## src/sfe_pkg.sv

```systemverilog
// Shared constants, command codes and controller/datapath types of the sprite frame buffer.
package sfe_pkg;

    // Screen sizes in pixels for the two resolutions
    localparam int LO_WIDTH  = 64;
    localparam int LO_HEIGHT = 32;
    localparam int HI_WIDTH  = 128;
    localparam int HI_HEIGHT = 64;

    localparam int LO_AREA  = LO_WIDTH * LO_HEIGHT;
    localparam int HI_AREA  = HI_WIDTH * HI_HEIGHT;
    localparam int FB_DEPTH = (HI_AREA > LO_AREA) ? HI_AREA : LO_AREA;
    localparam int ADDR_W   = $clog2(FB_DEPTH);

    // Coordinates: 8-bit position plus 4-bit row offset, and sizes up to 256
    localparam int VAL_W  = 9;
    localparam int PROD_W = 2 * VAL_W;

    localparam int SCROLL_STEP = 4;

    localparam logic [VAL_W-1:0]  LO_W_V  = VAL_W'(LO_WIDTH);
    localparam logic [VAL_W-1:0]  LO_H_V  = VAL_W'(LO_HEIGHT);
    localparam logic [VAL_W-1:0]  HI_W_V  = VAL_W'(HI_WIDTH);
    localparam logic [VAL_W-1:0]  HI_H_V  = VAL_W'(HI_HEIGHT);
    localparam logic [ADDR_W-1:0] LO_LAST = ADDR_W'(LO_AREA - 1);
    localparam logic [ADDR_W-1:0] HI_LAST = ADDR_W'(HI_AREA - 1);
    localparam logic [ADDR_W-1:0] FB_LAST = ADDR_W'(FB_DEPTH - 1);

    // Sprite row widths and the last bit index of each
    localparam logic [3:0] LAST_BIT_WIDE   = 4'd15;
    localparam logic [3:0] LAST_BIT_NARROW = 4'd7;
    localparam logic [4:0] ROWS_WIDE       = 5'd16;

    // Configuration port
    localparam int APB_ADDR_W = 3;
    localparam int APB_DATA_W = 32;
    localparam logic [APB_ADDR_W-3:0] REG_CLIP_EDGES = '0;

    // Command modes
    localparam logic [2:0] MODE_CLEAR  = 3'd0;
    localparam logic [2:0] MODE_DRAW   = 3'd1;
    localparam logic [2:0] MODE_DOWN   = 3'd2;
    localparam logic [2:0] MODE_RIGHT  = 3'd3;
    localparam logic [2:0] MODE_LEFT   = 3'd4;
    localparam logic [2:0] MODE_LORES  = 3'd5;
    localparam logic [2:0] MODE_HIRES  = 3'd6;
    localparam logic [2:0] MODE_READ   = 3'd7;

    // Kinds of memory write-back stage operations
    localparam logic [1:0] WB_COPY = 2'd0;
    localparam logic [1:0] WB_DRAW = 2'd1;
    localparam logic [1:0] WB_READ = 2'd2;

    // Controller to datapath commands, one step each
    typedef struct packed {
        logic load;
        logic reduce;
        logic rowadd;
        logic mul;
        logic draw;
        logic walk;
        logic init;
        logic rdpx;
    } t_dp_cmd;

    // Datapath to controller status
    typedef struct packed {
        logic red_done;
        logic draw_last;
        logic walk_last;
    } t_dp_stat;

endpackage

```

## src/sfe_ctrl.sv

```systemverilog
// Command sequencer of the sprite frame buffer: steps the datapath through each command.
module sfe_ctrl (
    input  logic              i_clk,
    input  logic              i_rst_n,
    input  logic              i_in_valid,
    input  logic [2:0]        i_mode,
    input  logic              i_out_free,
    input  sfe_pkg::t_dp_stat i_stat,
    output logic              o_in_ready,
    output logic              o_out_load,
    output sfe_pkg::t_dp_cmd  o_cmd
);

    localparam logic [3:0] S_INIT   = 4'd0;
    localparam logic [3:0] S_IDLE   = 4'd1;
    localparam logic [3:0] S_MOD    = 4'd2;
    localparam logic [3:0] S_ROWADD = 4'd3;
    localparam logic [3:0] S_MOD2   = 4'd4;
    localparam logic [3:0] S_MUL    = 4'd5;
    localparam logic [3:0] S_DRAW   = 4'd6;
    localparam logic [3:0] S_WALK   = 4'd7;
    localparam logic [3:0] S_RDPX   = 4'd8;
    localparam logic [3:0] S_DRAIN  = 4'd9;
    localparam logic [3:0] S_DONE   = 4'd10;

    logic [3:0] r_state, n_state;
    logic [2:0] r_mode, n_mode;

    // Next state and per-cycle commands
    always_comb begin
        n_state    = r_state;
        n_mode     = r_mode;
        o_cmd      = '0;
        o_out_load = 1'b0;
        o_in_ready = (r_state == S_IDLE);
        case (r_state)
            S_INIT: begin
                o_cmd.walk = 1'b1;
                o_cmd.init = 1'b1;
                if (i_stat.walk_last) begin
                    n_state = S_IDLE;
                end
            end
            S_IDLE: begin
                if (i_in_valid) begin
                    o_cmd.load = 1'b1;
                    n_mode     = i_mode;
                    case (i_mode)
                        sfe_pkg::MODE_CLEAR,
                        sfe_pkg::MODE_RIGHT,
                        sfe_pkg::MODE_LEFT:  n_state = S_WALK;
                        sfe_pkg::MODE_DRAW:  n_state = S_MOD;
                        sfe_pkg::MODE_DOWN,
                        sfe_pkg::MODE_READ:  n_state = S_MUL;
                        default:             n_state = S_DONE;
                    endcase
                end
            end
            S_MOD: begin
                o_cmd.reduce = 1'b1;
                if (i_stat.red_done) begin
                    n_state = S_ROWADD;
                end
            end
            S_ROWADD: begin
                o_cmd.rowadd = 1'b1;
                n_state      = S_MOD2;
            end
            S_MOD2: begin
                o_cmd.reduce = 1'b1;
                if (i_stat.red_done) begin
                    n_state = S_MUL;
                end
            end
            S_MUL: begin
                o_cmd.mul = 1'b1;
                case (r_mode)
                    sfe_pkg::MODE_DRAW: n_state = S_DRAW;
                    sfe_pkg::MODE_DOWN: n_state = S_WALK;
                    default:            n_state = S_RDPX;
                endcase
            end
            S_DRAW: begin
                o_cmd.draw = 1'b1;
                if (i_stat.draw_last) begin
                    n_state = S_DRAIN;
                end
            end
            S_WALK: begin
                o_cmd.walk = 1'b1;
                if (i_stat.walk_last) begin
                    n_state = S_DRAIN;
                end
            end
            S_RDPX: begin
                o_cmd.rdpx = 1'b1;
                n_state    = S_DRAIN;
            end
            S_DRAIN: begin
                n_state = S_DONE;
            end
            S_DONE: begin
                if (i_out_free) begin
                    o_out_load = 1'b1;
                    n_state    = S_IDLE;
                end
            end
            default: begin
                n_state = S_IDLE;
            end
        endcase
    end

    // State registers; reset starts the clearing pass
    always_ff @(posedge i_clk) begin
        if (!i_rst_n) begin
            r_state <= S_INIT;
            r_mode  <= sfe_pkg::MODE_CLEAR;
        end else begin
            r_state <= n_state;
            r_mode  <= n_mode;
        end
    end

endmodule

```

## config.mk

```make
export PLATFORM = sky130hd
export DESIGN_NAME = sfe_ctrl
export DESIGN_NICKNAME = d
export VERILOG_FILES = /design/src/sfe_pkg.sv /design/src/sfe_ctrl.sv
export SDC_FILE = /design/constraint.sdc
export NUM_CORES = 1
export LEC_CHECK = 0
export BUFFER_PORTS_ARGS = -buffer_cell sky130_fd_sc_hd__buf_4
export CORE_MARGIN = 10
export CORE_UTILIZATION = 36
export DETAILED_ROUTE_END_ITERATION = 8
export MAX_ROUTING_LAYER = met4
export SLEW_MARGIN = 10
export SYNTH_ARGS = -nofsm -noshare
export SYNTH_HDL_FRONTEND = slang
export SYNTH_SLANG_ARGS = --single-unit
```

## constraint.sdc

```tcl
create_clock -name i_clk -period 2.3 [get_ports i_clk]
set_input_delay 0 -clock i_clk [delete_from_list [all_inputs] [get_ports i_clk]]
set_output_delay 0 -clock i_clk [all_outputs]
set_load 0.02 [all_outputs]
```

# Yosys cells after proc, flatten, opt, wreduce, memory -nomap -nowiden
# Cells that the tools add are included.
# totals
in_bits	10
wordCells	55
out_inout_bits	10
regBits	7
# op_classes
n_mux	21
reduce_logical	8
n_eq_ne	24
# op_table
cell	n
$pmux 4 s11	1
$mux 4	7
$eq 4x3->1 const B	4
$ne 2x2->1 const B	7
$eq 4x4->1 const B	3
$pmux 4 s3	1
$mux 1	11
$eq 3x2->1 const B	3
$eq 4x2->1 const B	2
$pmux 4 s2	1
$reduce_and 7->1	1
$eq 3x1->1 const B	2
$eq 3x3->1 const B	2
$reduce_or 2->1	3
$eq 4x1->1 const B	1
$logic_not 4->1	1
$logic_not 3->1	1
$reduce_or 3->1	1
$reduce_and 2->1	1

# Logic depth before layout (Yosys ltp)
# logic_depth
ltp_word	5
ltp_mapped	6
ltp_nobuf	4

# Least setup slack after synthesis
# Ideal clock, no wire load.
# synth_path
path_type	reg-to-reg
from	register r_state[2]
to	register r_state[1]
synth_period_minus_slack_ps	1565
stages_incl_launch_ff	6
arrival_ps	1495
path_slack_ps	735
cell_sequence	dfxtp_1 -> buf_2 -> nand2_1 -> nor3_1 -> a221oi_1 -> a21oi_1
# synth_via
elab_chain_len	3
# synth_lines
item	line	source
from (decl)	sfe_ctrl.sv:26	logic [3:0] r_state, n_state;
from (signal assigned)	sfe_ctrl.sv:120	r_state <= n_state;
$eq 4x2->1, or another cell as far along	sfe_ctrl.sv:36	case (r_state)
$ne 2x2->1 (no source line)	-	
$reduce_and 7->1 (no source line)	-	
# Parallel ways exist; a longest one is shown, timed or not.
# A chain may end at the register's enable or synchronous reset.

# Worst setup path in the final report
# layout_path
from	register r_state[0]
to	register r_state[3]
# The elaborated chain is that of the path after synthesis.

==> flow_metrics.env <==
export IMPL_outcome="completed"
export IMPL_drive_gt1_share_pct=26.47
export IMPL_required_ns=2.44
export IMPL_drtIter0Drc=15
export IMPL_layout_common_cells="buf_4 (21), nor3_1 (8), dfxtp_1 (7)"
export IMPL_synth_ff_type="dfxtp_1"
export IMPL_setup_viol=0
export IMPL_synth_top_family_by_area="simple AND/OR/NAND/NOR gates"
export IMPL_synth_mux_area_share_pct=11.42
export IMPL_grt_pass1_vias=649
export IMPL_synth_xor_area_share_pct=6.890
export IMPL_async_flop_share_pct=0
export IMPL_layout_min_cycle_time_ns=1.728
export IMPL_path_max_fanout=16
export IMPL_synthAdderAreaFrac_pct=0
export IMPL_clock_root_buffer="clkbuf_4"
export IMPL_die_x_um=62.02
export IMPL_fin_crit_sh_pct=75.11
export IMPL_area_growth_syn_to_layout_pct=28.74
export IMPL_cts_resized=0
export IMPL_fin_cells=127
export IMPL_hold_viol=0
export IMPL_syn_avg_cell_area_um2=7.658
export IMPL_core_area_um2=1708
export IMPL_synth_edf_count=0
export IMPL_ys_warn_count=0
export IMPL_post_drt_via_cell_ratio=5.425
export IMPL_critical_path_class="flip-flop to flip-flop"
export IMPL_final_common_cell="buf_4"
export IMPL_cellPowerDensity_nw_per_um2=1114
export IMPL_grt_pass1_wl_mm=2.849
export IMPL_hold_path_class="input port to flip-flop"
export IMPL_antenna_found_initial=0
export IMPL_path_cells="nor2_1 > a221o_1 > or2_1 > o311a_1"
export IMPL_hold_buffers=0
export IMPL_yosys_area_share_simple_pct=34.25
export IMPL_n_fill_cell=185
export IMPL_fin_skew_ns=0.002071
export IMPL_post_place_cells=123
export IMPL_synth_cells=83
export IMPL_path_delay_family="flip-flops"
export IMPL_rows=15
export IMPL_start_kind="flip-flop"
export IMPL_routed_via_count=689
export IMPL_maxCapViolCount=0
export IMPL_clkSinkCount=7
export IMPL_rsz0062_at_grt="false"
export IMPL_synth_seq_cells=7
export IMPL_ir_worst_vdd_mv=0.6650
export IMPL_grtUsageTotal_pct=9.877
export IMPL_diodes=0
export IMPL_arrival_ns=1.86
export IMPL_syn_area_um2=635.6
export IMPL_cts_htree_levels=1
export IMPL_post_dp_hpwl_mm=1.310
export IMPL_dr_pass1_iters=4
export IMPL_num_io_pins=20
export IMPL_numCtsBuffers=3
export IMPL_relSlewSlack_pct=63.19
export IMPL_worst_path_max_delay_cell="dfxtp_1"
export IMPL_max_stage_delay_ns=0.64
export IMPL_synth_compound_area_share_pct=18.50
export IMPL_insertion_delay_ns=0.25
export IMPL_synth_cell_types=36
export IMPL_grt_ovfl_total=0
export IMPL_fmax_mhz=578.8
export IMPL_start_util_pct=37.22
export IMPL_path_clk_slew_ns=0.06
export IMPL_cts_setup_buffers=0
export IMPL_gp_congestion=0.8577
export IMPL_tritoncts="done"
export IMPL_synth_seq_area_share_pct=22.05
export IMPL_fp_dieH_um=62.02
export IMPL_clk_path_buf_depth=2
export IMPL_worst_pin_slew_ns=0.5514
export IMPL_ant_nets=0
export IMPL_drc=0
export IMPL_io_buffers=19
export IMPL_fin_setup_tns_ns=0
export IMPL_drt_total_wl_mm=1.741
export IMPL_path_buf_inv=0
export IMPL_final_max_slew_viol_count=0
export IMPL_routedWlPerCell_um=13.71
export IMPL_synth_net_count=93
export IMPL_dieArea_um2=3846
export IMPL_nNetsFinal=113
export IMPL_worst_setup_path_end_kind="flip-flop"
export IMPL_grt_max_degree=19
export IMPL_p_leak_nw=0.3606
through the flow:
step / instance area (µm²) / setup slack [ns] / utilization, % / hold WS (ns) / power [W]
floorplan: 635.6 / 0.7350 / - / 0.1282 / 0.0006274
global placement: 792.0 / 0.6664 / 46.37 / 0.2920 / 0.0007998
detailed placement: 792.0 / 0.6116 / 46.37 / 0.2901 / 0.0008015
CTS: 818.3 / 0.6004 / 47.91 / 0.02911 / 0.0009190
global route: 818.3 / 0.4879 / 47.91 / 0.02805 / 0.0009870
finish: 818.3 / 0.5724 / 47.91 / 0.03340 / 0.0009115
synthesized netlist by cell type, drive strengths merged (2+ instances only):
cell type | instances | area, µm²
a21oi | 5 | 25.02
buf | 3 | 21.27
clkbuf | 3 | 11.26
dfxtp | 7 | 140.1
inv | 3 | 11.26
mux2 | 2 | 22.52
mux2i | 5 | 50.05
nand2 | 6 | 22.52
nand2b | 3 | 18.77
nand3 | 2 | 10.01
nor2 | 5 | 18.77
nor2b | 6 | 37.54
nor3 | 8 | 40.04
o21ai | 2 | 10.01
or2 | 2 | 12.52
xnor2 | 4 | 35.03
sequential cells by signal, indices dropped and copies added (netlist names):
register,count
r_mode,3
r_state,4
cell families (layout without fill, tap and decap cells):
logic type                count (synthesis)  count (layout)
AOI/OAI and AO/OA                        16              16
DFF                                       7               7
and+or+nand+nor                          39              39
xor gates and xnor gates                  5               5
buffers and inverters                     9              28
muxes                                     7               7
final cells by class:
type | count | area (µm²) | area share, %
inverter | 3 | 11.26 | 1.376
clock buffer | 4 | 26.28 | 3.211
sequential | 7 | 140.1 | 17.13
tap | 25 | 31.28 | 3.823
multi-input combinational | 67 | 451.7 | 55.20
timing repair buffer | 21 | 157.7 | 19.27
report_power, final:
part	switching, W	internal [W]	total (W)
Sequential	0.0000600	0.000152	0.000212
Clock	0.0000483	0.0000664	0.000115
Combinational	0.000318	0.000267	0.000585
per-layer routing:
metal  vias to the layer above  routed length, µm  track usage, %
met3                         4                112           1.626
li1                        338                  -               -
met2                        22                858           16.67
met1                       325                734           10.70
met5                         -                  0               -
met4                         0                 36           5.732
path summary, 6_finish.rpt:
kind / from / depth (start not counted) / endpoint / slack, ns
worst min register to register: r_mode[0] / 2 / r_mode[0] / 0.56
worst min-delay path: i_rst_n / 2 / r_mode[0] / 0.03
worst max-delay path: r_state[0] / 4 / r_state[3] / 0.57
worst max register to register: r_state[0] / 4 / r_state[3] / 0.57
No activity file was read; power rests on OpenSTA's default activity.
